===== config.mk =====
export PLATFORM = sky130hd
export DESIGN_NAME = signed_int_to_radix_digits_core_flat
export DESIGN_NICKNAME = d
export VERILOG_FILES = /design/src/sitrd_pkg.sv /design/src/sitrd_ifs.sv /design/src/signed_int_to_radix_digits_core.sv /design/src/flat_wrapper.sv
export SDC_FILE = /design/constraint.sdc
export NUM_CORES = 1
export LEC_CHECK = 0
export ABC_AREA = 1
export BUFFER_PORTS_ARGS = -buffer_cell sky130_fd_sc_hd__buf_2
export CAP_MARGIN = 10
export CORE_MARGIN = 3
export CORE_UTILIZATION = 30
export CTS_CLUSTER_SIZE = 12
export DETAILED_ROUTE_END_ITERATION = 12
export HOLD_SLACK_MARGIN = 0.05
export PLACE_DENSITY = 0.53
export RECOVER_POWER = 100
export SLEW_MARGIN = 25
export SYNTH_ARGS = -nofsm -noshare
export SYNTH_HDL_FRONTEND = slang
export SYNTH_SLANG_ARGS = --single-unit

===== constraint.sdc =====
create_clock -name clk -period 8.8 [get_ports clk]
set_input_delay 1.32 -clock clk [delete_from_list [all_inputs] [get_ports clk]]
set_output_delay 1.32 -clock clk [all_outputs]
set_load 0.005 [all_outputs]

===== src/sitrd_pkg.sv =====
// Shared constants and types for the signed integer to radix text converter.
package sitrd_pkg;

  localparam int unsigned DATA_W           = 32;
  localparam int unsigned CHAR_W           = 8;
  localparam int unsigned DIGIT_W          = 4;
  localparam int unsigned RADIX_W          = 5;
  localparam int unsigned MAX_BASE         = 16;
  localparam int unsigned MAX_DIGITS       = 32;
  localparam int unsigned COUNT_W          = 6;
  localparam int unsigned BITS_PER_CYCLE   = 8;
  localparam int unsigned CYCLES_PER_DIGIT = DATA_W / BITS_PER_CYCLE;
  localparam int unsigned PHASE_W          = 2;
  localparam int unsigned STACK_W          = MAX_DIGITS * DIGIT_W;
  localparam int unsigned ALPHA_W          = 64;
  localparam int unsigned CFG_IDX_W        = 2;

  localparam logic [CHAR_W-1:0]  MINUS_CODE      = 8'h2D;
  localparam logic [RADIX_W-1:0] BASE_RESET      = 5'd10;
  localparam logic [ALPHA_W-1:0] CHARS_LOW_RESET = 64'h3736353433323130;
  localparam logic [ALPHA_W-1:0] CHARS_HI_RESET  = 64'h4645444342413938;

  typedef enum logic [CFG_IDX_W-1:0] {
    CFG_BASE_SIZE  = 2'd0,
    CFG_CHARS_LOW  = 2'd1,
    CFG_CHARS_HIGH = 2'd2
  } cfg_reg_t;

endpackage


===== src/sitrd_ifs.sv =====
// Channel interfaces: input value, output characters and configuration writes.
interface sitrd_in_if;
  logic                              valid;
  logic                              ready;
  logic signed [sitrd_pkg::DATA_W-1:0] value;

  modport source (output valid, output value, input ready);
  modport sink   (input valid, input value, output ready);
endinterface

interface sitrd_out_if;
  logic                          valid;
  logic                          ready;
  logic [sitrd_pkg::CHAR_W-1:0]  char_code;
  logic                          last_char;

  modport source (output valid, output char_code, output last_char, input ready);
  modport sink   (input valid, input char_code, input last_char, output ready);
endinterface

interface sitrd_cfg_if;
  logic                            valid;
  logic                            ready;
  logic [sitrd_pkg::CFG_IDX_W-1:0] index;
  logic [sitrd_pkg::ALPHA_W-1:0]   data;

  modport source (output valid, output index, output data, input ready);
  modport sink   (input valid, input index, input data, output ready);
endinterface


===== src/signed_int_to_radix_digits_core.sv =====
// Signed 32-bit integer to radix text converter, one character per output item.
//
// Channels: num carries one signed value per item; text returns its characters,
// most significant first, a minus sign ahead of a negative value, last_char set
// on the final character. cfg writes the radix (index 0) and the two halves of
// the 16-symbol alphabet (indexes 1 and 2); it is always ready, and the user
// must see that it is written only while the converter is idle; the block does
// not enforce this. A radix below 2 acts as 2, above 16 as 16. Timing: each
// digit comes out of a shared divider that consumes 8 dividend bits per cycle
// and runs over the whole magnitude for every digit; the characters then
// follow while text is ready. num is ready again once the last character is
// loaded into the output register, so the next item can enter while it waits.
// Reset restores the default radix 10 and alphabet "0123456789ABCDEF" and
// empties the output register. A stalled text channel holds its character
// and pauses emission; no item is lost or repeated.
module signed_int_to_radix_digits_core (
  input  logic        clk,
  input  logic        rst,
  sitrd_in_if.sink    num,
  sitrd_out_if.source text,
  sitrd_cfg_if.sink   cfg
);

  typedef enum logic [1:0] {ST_IDLE, ST_DIV, ST_EMIT} state_t;

  state_t                                 state;
  logic [sitrd_pkg::RADIX_W-1:0]          base_size;
  logic [sitrd_pkg::ALPHA_W-1:0]          chars_low;
  logic [sitrd_pkg::ALPHA_W-1:0]          chars_high;
  logic [sitrd_pkg::RADIX_W-1:0]          radix;
  logic [sitrd_pkg::DATA_W-1:0]           mag;
  logic [sitrd_pkg::DIGIT_W-1:0]          rem;
  logic [sitrd_pkg::PHASE_W-1:0]          phase;
  logic [sitrd_pkg::COUNT_W-1:0]          ndig;
  logic [sitrd_pkg::STACK_W-1:0]          stack;
  logic                                   sign_pend;
  logic                                   out_valid;
  logic [sitrd_pkg::CHAR_W-1:0]           out_char;
  logic                                   out_last;

  logic [sitrd_pkg::RADIX_W-1:0]          radix_eff;
  logic [sitrd_pkg::DATA_W-1:0]           raw;
  logic [sitrd_pkg::DATA_W-1:0]           mag_next;
  logic [sitrd_pkg::DIGIT_W-1:0]          rem_next;
  logic [sitrd_pkg::BITS_PER_CYCLE-1:0]   qbits;
  logic [2*sitrd_pkg::ALPHA_W-1:0]        alphabet;
  logic [sitrd_pkg::CHAR_W-1:0]           top_symbol;
  logic                                   out_free;
  logic                                   out_load;
  logic                                   num_fire;

  assign num.ready  = (state == ST_IDLE);
  assign cfg.ready  = 1'b1;
  assign num_fire   = num.valid && num.ready;
  assign out_free   = !out_valid || text.ready;
  assign out_load   = (state == ST_EMIT) && out_free;

  assign text.valid     = out_valid;
  assign text.char_code = out_char;
  assign text.last_char = out_last;

  assign raw = num.value;

  always_comb begin
    if (base_size < sitrd_pkg::RADIX_W'(2)) begin
      radix_eff = sitrd_pkg::RADIX_W'(2);
    end else if (base_size > sitrd_pkg::RADIX_W'(sitrd_pkg::MAX_BASE)) begin
      radix_eff = sitrd_pkg::RADIX_W'(sitrd_pkg::MAX_BASE);
    end else begin
      radix_eff = base_size;
    end
  end

  // Restoring division of eight dividend bits by the narrow radix per cycle.
  always_comb begin
    logic [sitrd_pkg::RADIX_W-1:0] r;
    r = {1'b0, rem};
    for (int j = 0; j < sitrd_pkg::BITS_PER_CYCLE; j++) begin
      r = {r[sitrd_pkg::RADIX_W-2:0], mag[sitrd_pkg::DATA_W-1-j]};
      if (r >= radix) begin
        r = r - radix;
        qbits[sitrd_pkg::BITS_PER_CYCLE-1-j] = 1'b1;
      end else begin
        qbits[sitrd_pkg::BITS_PER_CYCLE-1-j] = 1'b0;
      end
    end
    rem_next = r[sitrd_pkg::DIGIT_W-1:0];
    mag_next = {mag[sitrd_pkg::DATA_W-sitrd_pkg::BITS_PER_CYCLE-1:0], qbits};
  end

  assign alphabet   = {chars_high, chars_low};
  assign top_symbol = alphabet[{stack[sitrd_pkg::DIGIT_W-1:0], 3'b000} +: sitrd_pkg::CHAR_W];

  always_ff @(posedge clk) begin
    if (rst) begin
      base_size  <= sitrd_pkg::BASE_RESET;
      chars_low  <= sitrd_pkg::CHARS_LOW_RESET;
      chars_high <= sitrd_pkg::CHARS_HI_RESET;
    end else if (cfg.valid && cfg.ready) begin
      case (cfg.index)
        sitrd_pkg::CFG_BASE_SIZE:  base_size  <= cfg.data[sitrd_pkg::RADIX_W-1:0];
        sitrd_pkg::CFG_CHARS_LOW:  chars_low  <= cfg.data;
        sitrd_pkg::CFG_CHARS_HIGH: chars_high <= cfg.data;
        default: ;
      endcase
    end
  end

  always_ff @(posedge clk) begin
    if (rst) begin
      state     <= ST_IDLE;
      out_valid <= 1'b0;
      radix     <= sitrd_pkg::RADIX_W'(2);
      rem       <= '0;
      phase     <= '0;
      ndig      <= '0;
      sign_pend <= 1'b0;
    end else begin
      if (out_load) begin
        out_valid <= 1'b1;
      end else if (text.ready) begin
        out_valid <= 1'b0;
      end
      case (state)
        ST_IDLE: begin
          if (num_fire) begin
            sign_pend <= raw[sitrd_pkg::DATA_W-1];
            mag       <= raw[sitrd_pkg::DATA_W-1] ? (~raw + 1'b1) : raw;
            radix     <= radix_eff;
            rem       <= '0;
            phase     <= '0;
            ndig      <= '0;
            state     <= ST_DIV;
          end
        end
        ST_DIV: begin
          mag   <= mag_next;
          phase <= phase + 1'b1;
          if (phase == sitrd_pkg::PHASE_W'(sitrd_pkg::CYCLES_PER_DIGIT - 1)) begin
            // A digit is complete: push it; the newest digit sits on top.
            stack <= {stack[sitrd_pkg::STACK_W-sitrd_pkg::DIGIT_W-1:0], rem_next};
            rem   <= '0;
            ndig  <= ndig + 1'b1;
            if (mag_next == '0 ||
                ndig == sitrd_pkg::COUNT_W'(sitrd_pkg::MAX_DIGITS - 1)) begin
              state <= ST_EMIT;
            end
          end else begin
            rem <= rem_next;
          end
        end
        ST_EMIT: begin
          if (out_load) begin
            if (sign_pend) begin
              out_char  <= sitrd_pkg::MINUS_CODE;
              out_last  <= 1'b0;
              sign_pend <= 1'b0;
            end else begin
              out_char <= top_symbol;
              out_last <= (ndig == sitrd_pkg::COUNT_W'(1));
              stack    <= {{sitrd_pkg::DIGIT_W{1'b0}},
                           stack[sitrd_pkg::STACK_W-1:sitrd_pkg::DIGIT_W]};
              ndig     <= ndig - 1'b1;
              if (ndig == sitrd_pkg::COUNT_W'(1)) begin
                state <= ST_IDLE;
              end
            end
          end
        end
        default: state <= ST_IDLE;
      endcase
    end
  end

  a_radix_range: assert property (@(posedge clk) disable iff (rst)
    radix >= sitrd_pkg::RADIX_W'(2) && radix <= sitrd_pkg::RADIX_W'(sitrd_pkg::MAX_BASE))
    else $error("latched radix out of range");

  a_rem_below_radix: assert property (@(posedge clk) disable iff (rst)
    state == ST_DIV |-> {1'b0, rem} < radix)
    else $error("partial remainder not below radix");

  a_digit_count: assert property (@(posedge clk) disable iff (rst)
    ndig <= sitrd_pkg::COUNT_W'(sitrd_pkg::MAX_DIGITS))
    else $error("digit count beyond stack depth");

  a_accept_starts_div: assert property (@(posedge clk) disable iff (rst)
    num_fire |=> state == ST_DIV && phase == '0 && ndig == '0)
    else $error("accepted item did not start division");

  a_last_ends_item: assert property (@(posedge clk) disable iff (rst)
    state == ST_EMIT && out_free && !sign_pend && ndig == sitrd_pkg::COUNT_W'(1)
    |=> out_valid && out_last && state == ST_IDLE)
    else $error("final character not flagged");

endmodule

===== src/flat_wrapper.sv =====
// flat-port wrapper written by rule: the top's interface ports become plain ports
module signed_int_to_radix_digits_core_flat 
  (clk, rst, num_valid, num_value, num_ready, text_valid, text_char_code, text_last_char, text_ready, cfg_valid, cfg_index, cfg_data, cfg_ready);
  sitrd_in_if num_i ();
  sitrd_out_if text_i ();
  sitrd_cfg_if cfg_i ();
  input  logic clk;
  input  logic rst;
  input wire logic [$bits(num_i.valid)-1:0] num_valid;
  input wire logic [$bits(num_i.value)-1:0] num_value;
  output wire logic [$bits(num_i.ready)-1:0] num_ready;
  output wire logic [$bits(text_i.valid)-1:0] text_valid;
  output wire logic [$bits(text_i.char_code)-1:0] text_char_code;
  output wire logic [$bits(text_i.last_char)-1:0] text_last_char;
  input wire logic [$bits(text_i.ready)-1:0] text_ready;
  input wire logic [$bits(cfg_i.valid)-1:0] cfg_valid;
  input wire logic [$bits(cfg_i.index)-1:0] cfg_index;
  input wire logic [$bits(cfg_i.data)-1:0] cfg_data;
  output wire logic [$bits(cfg_i.ready)-1:0] cfg_ready;
  assign num_i.valid = num_valid;
  assign num_i.value = num_value;
  assign num_ready = num_i.ready;
  assign text_valid = text_i.valid;
  assign text_char_code = text_i.char_code;
  assign text_last_char = text_i.last_char;
  assign text_i.ready = text_ready;
  assign cfg_i.valid = cfg_valid;
  assign cfg_i.index = cfg_index;
  assign cfg_i.data = cfg_data;
  assign cfg_ready = cfg_i.ready;
  signed_int_to_radix_digits_core u_core (.clk(clk), .rst(rst), .num(num_i), .text(text_i), .cfg(cfg_i));
endmodule

==> results of run 1 <==
cell usage in the layout (no fill, tap or decap), types with 4 or more instances in the layout:
cell type | netlist | layout
xor2_1 | 19 | 18
nor3_1 | 8 | 8
buf_6 | 0 | 9
nand4_1 | 10 | 10
o21ai_0 | 207 | 200
fa_1 | 8 | 5
o221ai_1 | 14 | 14
inv_1 | 133 | 112
dfxtp_1 | 154 | 151
or2_4 | 1 | 4
clkbuf_8 | 0 | 5
edfxtp_1 | 169 | 169
o21ai_4 | 0 | 6
ha_1 | 49 | 24
o211ai_1 | 26 | 26
xnor2_1 | 11 | 10
buf_4 | 2 | 65
nand2_1 | 631 | 589
nand3_1 | 90 | 80
o21ai_2 | 11 | 11
nand3b_1 | 4 | 4
nand2_4 | 2 | 9
buf_2 | 36 | 111
clkbuf_1 | 63 | 21
ha_4 | 0 | 25
nand3_2 | 8 | 16
inv_2 | 13 | 31
nor2_4 | 6 | 9
nor2_2 | 4 | 4
nor2_1 | 266 | 263
o21ai_1 | 12 | 13
clkbuf_16 | 0 | 39
nand2_2 | 23 | 58
a21o_1 | 4 | 4
a21oi_1 | 67 | 65
o22ai_1 | 7 | 7
metrics by stage:
step / utilization [%] / std cells / setup slack, ns / setup TNS, ns / hold slack (ns)
after global placement: 33.2 / 2880 / -0.0724 / -0.0901 / 0.430
after global routing: 37.1 / 2984 / -0.524 / -4.98 / 0.478
final: 37.1 / 2985 / -0.0494 / -0.0631 / 0.442
after floorplan: - / 2099 / 0.102 / 0 / 0.421
after detailed placement: 33.2 / 2880 / -0.447 / -3.26 / 0.434
after CTS: 36.2 / 2970 / 0.00429 / 0 / 0.444
final cells by class:
class	instances	area [sq um]
fillers	5602	34300
multi-input cells	1518	8190
flip-flops and latches	323	8160
repair buffers	190	1160
clock buffers	60	1100
well taps	739	925
inverters	149	572
clock inverters	5	58.8
diodes	1	2.50
registers in the layout, indices dropped and copies added, names as in the netlist, 2 cells and up:
name                   flops
u_core.state               2
u_core.chars_high         64
u_core.base_size           5
u_core.rem                 4
u_core.chars_low          64
u_core.text.char_code      8
u_core.stack             128
u_core.mag                32
u_core.ndig                6
u_core.phase               2
u_core.radix               5
metal layers:
layer / global-route usage (%) / up-vias / share of wire (%)
met4: 4.86 / 2 / 2.2
li1: - / 7131 / -
met5: 0 / - / 0.024
met1: 20.4 / 6807 / 46
met2: 25.0 / 344 / 46
met3: 2.67 / 60 / 5.1
Yosys cell counts, drive strengths merged, types with 19 or more instances:
master	instances	area (sq um)
nand2	656	2530
nor2	279	1150
o21ai	230	1190
edfxtp	169	5070
dfxtp	154	3080
inv	147	554
nand3	98	531
a21oi	68	344
clkbuf	63	236
ha	49	613
buf	46	225
o211ai	26	195
xor2	19	166
critical path, delay by kind of cell, from the launching register on:
| kind | cells | cell delay [ns] |
|---|---|---|
| compound gates | 8 | 1.06 |
| fa+ha+maj | 9 | 2.46 |
| buf+inv | 8 | 0.65 |
| flops | 1 | 0.39 |
| simple gates | 37 | 4.01 |
cell families (layout without fill, tap and decap cells):
kind of cell             count (synthesis)  count (layout)  synth area share (%)
XOR/XNOR                                30              30                  1.57
AND/OR/NAND/NOR                       1071            1071                  26.7
AO/OA/AOI/OAI                          358             358                  12.1
multiplexers                             1               1                0.0674
adder cells (fa/ha/maj)                 57              57                  4.63
buffers and inverters                  258             404                  6.13
flip-flops                             323             323                  48.8
other                                    1               2                0.0224
how the worst min path moves through the flow:
stage                                    start              endpoint  slack [ns]  depth (start not counted)
after CTS                 u_core.chars_low[10]  u_core.chars_low[10]        0.44                          2
final                     u_core.chars_low[10]  u_core.chars_low[10]        0.44                          2
after detailed placement  u_core.chars_low[10]  u_core.chars_low[10]        0.43                          2
after global placement    u_core.chars_low[10]  u_core.chars_low[10]        0.43                          2
after floorplan           u_core.chars_low[10]  u_core.chars_low[10]        0.42                          2
after global routing      u_core.chars_low[26]  u_core.chars_low[26]        0.48                          2
repair_timing:
action	4_1_cts	5_1_grt
setup endpoints to repair	11	11
hold buffers	0	0
gates resized for setup	55	101
setup buffers	25	14
pin swaps	30	73
==> impl_metrics.yaml, run 1 <==
global_routing:
  grt_pass1_wl_um: 73700
  track_usage_pct: 15.2
  grt_pass1_vias: 14000
  grt_overflow: 0
  grt_max_degree: 85
  antenna_found_initial: 2
drt:
  wl_per_cell_um: 15.5
  drtIter0Drc: 1046
  vias_per_cell: 4.81
  drc: 0
  ant_nets: 0
  firstDrtPassIters: 5
  vias: 14300
  wl_um: 46200
clocking:
  numCtsBuffers: 36
  cts.clk_slew.worst_paths_ns: 0.07
  htreeDepth: 2
  cts-root-buf: "clkbuf_16"
  cts_tree: "built"
  clock_sinks: 323
  ctsLongestPathBuffers: 3
  clk_latency_ns: 0.55
synth:
  synthArstFlopShare_pct: 0
  synth_warnings: 0
  yosys_register_bits: 323
  ys.flop_type: "edfxtp_1"
  avgSynthCellArea_sq_um: 7.96
  synth_edf_count: 169
  netlist_area_sq_um: 16700
  synth_cells: 2099
  ys_types: 51
  yosysSeqAreaShare_pct: 48.8
  synthesis.nets: 2259
status:
  violations: "capacitance limit, slew limit, setup timing"
  status: "finished, violations left"
worst_setup_path:
  rrSetupSlack_ns: -0.05
  endpoint: "u_core.stack[2]"
  critical_path_class: "flip-flop to flip-flop"
  worstPathMaxFanout: 7
  reg2reg_from: "u_core.mag[31]"
  max_stage_delay_ns: 0.52
  required_ns: 9.08
  crit_path_frequent_cell: "nand2_2"
  slowest_stage: "fa_2"
  rr_worst_depth: 62
  crit_start: "u_core.mag[31]"
  reg2reg_to: "u_core.stack[2]"
  worstSetupEndpointType: "flip-flop"
  crit_path_start_kind: "flip-flop"
  critPathArrivalTime_ns: 9.12
placement:
  port_buffers: 113
  place_area_sq_um: 18100
  routabilityCongestion: 0.828
  dp_hpwl_um: 29200
sta:
  finalHoldViolCount: 0
  tightest_slew_ns: 3.38
  fin_crit_sh_pct: 101
  final.setup.worst_slack_ns: -0.0494
  skew_ns: 0.0240
  fmax_mhz: 113
  grt_setup_unrepaired: "true"
  setup_viol: 2
  relSlewSlack_pct: -125
  period_minus_slack_ns: 8.85
  slew_violations: 118
floorplan:
  core_sq_um: 54500
  start_util_pct: 30.7
  fp.dieW_um: 242
  dieArea_sq_um: 58600
  die_h_um: 242
  io_pins: 115
  rows: 85
final_layout:
  layout-drive-gt1-share_pct: 19.4
  fin_area_sq_um: 20200
  final_nets: 2378
  syn_to_final_growth_pct: 20.8
hold_path:
  hold_class: "flip-flop to flip-flop"
run:
  cap_violations: 2
Power of run 1 is left out: the tool's default activity adds up to more than one toggle a clock period on the data nets, which glitch-free logic cannot reach.
==> run 2: changes to the inputs <==
--- a/config.mk
+++ b/config.mk
@@ -13,7 +13,7 @@
 export CTS_CLUSTER_SIZE = 12
 export DETAILED_ROUTE_END_ITERATION = 12
 export HOLD_SLACK_MARGIN = 0.05
-export PLACE_DENSITY = 0.53
+export PLACE_DENSITY = 0.43
 export RECOVER_POWER = 100
 export SLEW_MARGIN = 25
 export SYNTH_ARGS = -nofsm -noshare
==> run 2 against run 1 <==
Compared with the run above:
- the run ends with capacitance limit, slew limit left
- clock-buffer cell count decreased by 8
- register-to-register slack improved by 0.23 ns
- via count shrank 0.43%
- hold slack better by 0.0056 ns
- clock skew is 0.012 ns lower
- critical endpoint unchanged
- largest cell class is now registers
==> impl_metrics.yaml, run 2 (synthesis gave the netlist of run 1 again) <==
floorplan:
  core_sq_um: 54500
  io_pins: 115
  start_util_pct: 30.7
  die_h_um: 242
  rows: 85
  dieArea_sq_um: 58600
  fp.dieW_um: 242
final_layout:
  multiInputGateArea_sq_um: 8150
  fillers: 5732
  stdcell_count: 3004
  layout-drive-gt1-share_pct: 19.5
  top_regs: "u_core.stack: 128 flops, u_core.chars_high: 64 flops, u_core.chars_low: 64 flops"
  final_nets: 2392
  final_common_cell: "nand2_1"
  regArea_sq_um: 8160
  largest_register_ffs: 128
  layout_common_cells: "nand2_1, nor2_1, o21ai_0, edfxtp_1, dfxtp_1"
  syn_to_final_growth_pct: 21.6
  top_register: "u_core.stack"
worst_setup_path:
  crit_path_start_kind: "flip-flop"
  worstPathMaxFanout: 8
  crit_cells: 61
  slowest_stage: "edfxtp_1"
  critical_path.top_delay_family: "simple AND/OR/NAND/NOR gates"
  max_stage_delay_ns: 0.38
  rr_worst_depth: 61
  critical_path_class: "flip-flop to flip-flop"
  worstSetupEndpointType: "flip-flop"
  crit_path_frequent_cell: "nand2_2"
  critPathArrivalTime_ns: 8.93
  required_ns: 9.10
  path_buf_inv: 7
run:
  cap_violations: 2
clocking:
  cts.clk_slew.worst_paths_ns: 0.06
  clk_latency_ns: 0.55
  clock_sinks: 323
  numCtsBuffers: 39
  ctsLongestPathBuffers: 3
  htreeDepth: 2
  cts-root-buf: "clkbuf_16"
  cts_tree: "built"
drt:
  drc: 0
  firstDrtPassIters: 5
  drtIter0Drc: 846
  vias: 14300
  wl_um: 47700
  vias_per_cell: 4.75
  ant_nets: 0
  wl_per_cell_um: 15.9
hold_path:
  hold_class: "flip-flop to flip-flop"
  whs_path_depth: 2
placement:
  routabilityCongestion: 0.812
  port_buffers: 113
  dp_cells: 2893
  dp_hpwl_um: 30500
status:
  violations: "capacitance limit, slew limit"
  status: "finished, violations left"
sta:
  tightest_slew_ns: 4.38
  relSlewSlack_pct: -192
  skew_ns: 0.0124
  finalHoldViolCount: 0
  slew_violations: 139
  fin_crit_sh_pct: 98.0
  period_minus_slack_ns: 8.62
  grt_setup_unrepaired: "true"
  fmax_mhz: 116
  setup_viol: 0
global_routing:
  grt_max_degree: 106
  grt_pass1_wl_um: 74800
  grt_pass1_vias: 13300
  grt_overflow: 0
  track_usage_pct: 15.7
  antenna_found_initial: 1
run 2: path summary, 6_finish.rpt:
check / startpoint / endpoint / slack [ns]
worst max-delay path: u_core.mag[31] / u_core.stack[2] / 0.18
worst min register to register: u_core.chars_low[10] / u_core.chars_low[10] / 0.45
worst min-delay path: u_core.chars_low[10] / u_core.chars_low[10] / 0.45
worst max register to register: u_core.mag[31] / u_core.stack[2] / 0.18
run 2: timing repair:
item                       in CTS  in global routing
gates cloned                    0                  0
setup endpoints to repair      11                 11
gates resized for setup        37                109
buffers inserted               23                 14
pin swaps                      23                 69
hold buffers                    0                  0
run 2: metal layers:
metal / track usage [%] / wire (um) / vias to the layer above / share of wire (%)
met4: 4.40 / 1010 / 0 / 2.1
met5: 0 / 0 / - / 0
li1: - / - / 7165 / -
met1: 22.5 / 23600 / 6830 / 50
met3: 2.51 / 1700 / 64 / 3.6
met2: 24.5 / 21300 / 223 / 45
run 2: layout make-up:
cell class	instances	share of cell area, %
clock inverter	20	0.788
inverter	149	2.82
multi-input combinational	1518	40.1
clock buffer	52	5.40
sequential	323	40.2
tap	739	4.55
timing repair buffer	201	6.13
antenna	2	0.0246
run 2: tightest hold or removal path, cell delays in order (launching register included):
cell,delay [ns]
dfxtp_1,0.30
inv_1,0.04
a21oi_1,0.05
run 2: through the flow:
step | utilization (%) | setup TNS [ns] | cell area (sq um) | hold WS (ns) | setup WS, ns
final | 37.3 | 0 | 20300 | 0.448 | 0.176
after global routing | 37.3 | -3.22 | 20300 | 0.465 | -0.371
after CTS | 36.3 | 0 | 19800 | 0.449 | 0.00102
after detailed placement | 33.4 | -0.859 | 18200 | 0.441 | -0.208
after global placement | 33.4 | 0 | 18200 | 0.433 | 0.0185
after floorplan | - | 0 | 16700 | 0.421 | 0.102
Power of run 2 is left out for the same reason.
==> run 3: changes to the inputs <==
--- a/config.mk
+++ b/config.mk
@@ -8,6 +8,7 @@
 export ABC_AREA = 1
 export BUFFER_PORTS_ARGS = -buffer_cell sky130_fd_sc_hd__buf_2
 export CAP_MARGIN = 10
+export CORE_ASPECT_RATIO = 0.75
 export CORE_MARGIN = 3
 export CORE_UTILIZATION = 30
 export CTS_CLUSTER_SIZE = 12
==> run 3 against run 2 <==
Compared with the run above:
- the flow still finishes with violations (capacitance limit, slew limit)
- clock skew rose by 0.019 ns
- clock-buffer cell count fell by 1
- design area fell by 1.3%
- register-to-register slack got worse by 0.03 ns
- critical path depth rose by 4
- sequential cell count did not move
- setup slack got worse by 0.028 ns
==> impl_metrics.yaml, run 3 (synthesis gave the netlist of run 1 again) <==
drt:
  wl_um: 47800
  firstDrtPassIters: 5
  vias_per_cell: 4.78
  wl_per_cell_um: 16.1
  drtIter0Drc: 956
  ant_nets: 0
  drc: 0
  vias: 14200
floorplan:
  dieArea_sq_um: 58600
  start_util_pct: 30.5
  fp.dieW_um: 278
  io_pins: 115
  die_h_um: 210
  rows: 74
  core_sq_um: 54700
global_routing:
  grt_overflow: 0
  grt_max_degree: 105
  antenna_found_initial: 4
  grt_pass1_vias: 13600
  grt_pass1_wl_um: 75500
  track_usage_pct: 16.0
hold_path:
  hold_class: "flip-flop to flip-flop"
  worstHoldStart: "u_core.chars_low[10]"
  whs_path_depth: 2
  min_to: "u_core.chars_low[10]"
worst_setup_path:
  reg2reg_to: "u_core.stack[2]"
  max_stage_delay_ns: 0.41
  worstSetupEndpointType: "flip-flop"
  critical_path_class: "flip-flop to flip-flop"
  critPathArrivalTime_ns: 8.93
  required_ns: 9.08
  worstPathMaxFanout: 7
  rrSetupSlack_ns: 0.15
  crit_path_frequent_cell: "nand2_2"
  reg2reg_from: "u_core.radix[2]"
  rr_worst_depth: 65
  crit_path_start_kind: "flip-flop"
  slowest_stage: "fa_1"
clocking:
  clk_latency_ns: 0.58
  cts_tree: "built"
  numCtsBuffers: 37
  ctsLongestPathBuffers: 3
  cts.clk_slew.worst_paths_ns: 0.06
  cts-root-buf: "clkbuf_16"
  cts-hold-fix-buffers: 0
  clock_sinks: 323
  htreeDepth: 2
sta:
  period_minus_slack_ns: 8.65
  tightest_slew_ns: 1.85
  skew_ns: 0.0309
  fin_crit_sh_pct: 98.3
  slew_violations: 33
  finalHoldViolCount: 0
  grt_setup_unrepaired: "true"
  holdWs_ns: 0.447
  relSlewSlack_pct: -23.6
  setup_viol: 0
  fmax_mhz: 116
final_layout:
  final_common_cell: "nand2_1"
  top_register: "u_core.stack"
  layout_common_cells: "nand2_1, nor2_1, o21ai_0, edfxtp_1, dfxtp_1"
  fillers: 5684
  largest_register_ffs: 128
  top_regs: "u_core.stack: 128 flops, u_core.chars_high: 64 flops, u_core.chars_low: 64 flops"
  syn_to_final_growth_pct: 20.0
  layout-drive-gt1-share_pct: 18.2
  final_nets: 2373
placement:
  dp_hpwl_um: 30100
  routabilityCongestion: 0.814
  port_buffers: 113
status:
  violations: "capacitance limit, slew limit"
  status: "finished, violations left"
run:
  cap_violations: 2
## run 3: cell types whose count changed in the layout (fill, tap and decap cells not counted), sizes merged
cell	delta
buf	-21
clkbuf	+1
clkinv	-3
diode	-1
inv	-2
nor2	+2
## run 3: cell type report
type                            count  area (sq um)  share of cell area, %
Antenna cell                        1          2.50                 0.0125
Multi-Input combinational cell   1520          8120                   40.5
Clock inverter                     15           168                  0.836
Clock buffer                       51          1010                   5.03
Timing Repair Buffer              182          1110                   5.53
Tap cell                          722           903                   4.51
Inverter                          149           569                   2.84
Sequential cell                   323          8160                   40.7
## run 3: what timing repair did
item	in CTS	in global routing
gates cloned	2	0
resized for setup	18	118
pin swaps	12	66
setup endpoints to repair	11	11
setup buffers	6	14
## run 3: metrics by stage
stage          util (%)  setup TNS, ns  cell area (sq um)  std cells  setup WS [ns]
6_report           36.6              0              20000       2963          0.149
5_1_grt            36.6          -3.77              20000       2963         -0.396
4_1_cts            35.5              0              19400       2948        0.00672
3_5_place_dp       33.1          -1.34              18100       2874         -0.211
3_3_place_gp       33.1              0              18100       2874         0.0255
2_1_floorplan         -              0              16700       2099          0.102
## run 3: worst max-delay path by stage
stage	start	to	cells after the start
2_1_floorplan	u_core.radix[1]	u_core.stack[2]	66
3_3_place_gp	u_core.radix[2]	u_core.stack[2]	62
3_5_place_dp	u_core.radix[2]	u_core.stack[3]	65
4_1_cts	u_core.mag[31]	u_core.stack[2]	66
5_1_grt	u_core.mag[31]	u_core.mag[0]	68
6_report	u_core.radix[2]	u_core.stack[2]	65
## run 3: per-layer routing
metal,share of wire [%],vias up,GRT usage [%]
li1,-,7124,-
met1,50,6735,23.3
met2,44,263,24.8
met3,5.0,42,3.30
met4,1.3,0,3.20
met5,0,-,0
## run 3: critical path, delay by kind of cell (launching register included)
family          cells  cell delay [ns]
simple gates       38             3.86
fa+ha+maj           8             2.17
buf+inv            11             0.97
compound gates      7             0.78
flops               1             0.34
xor+xnor            1             0.25
Power of run 3 is left out for the same reason.
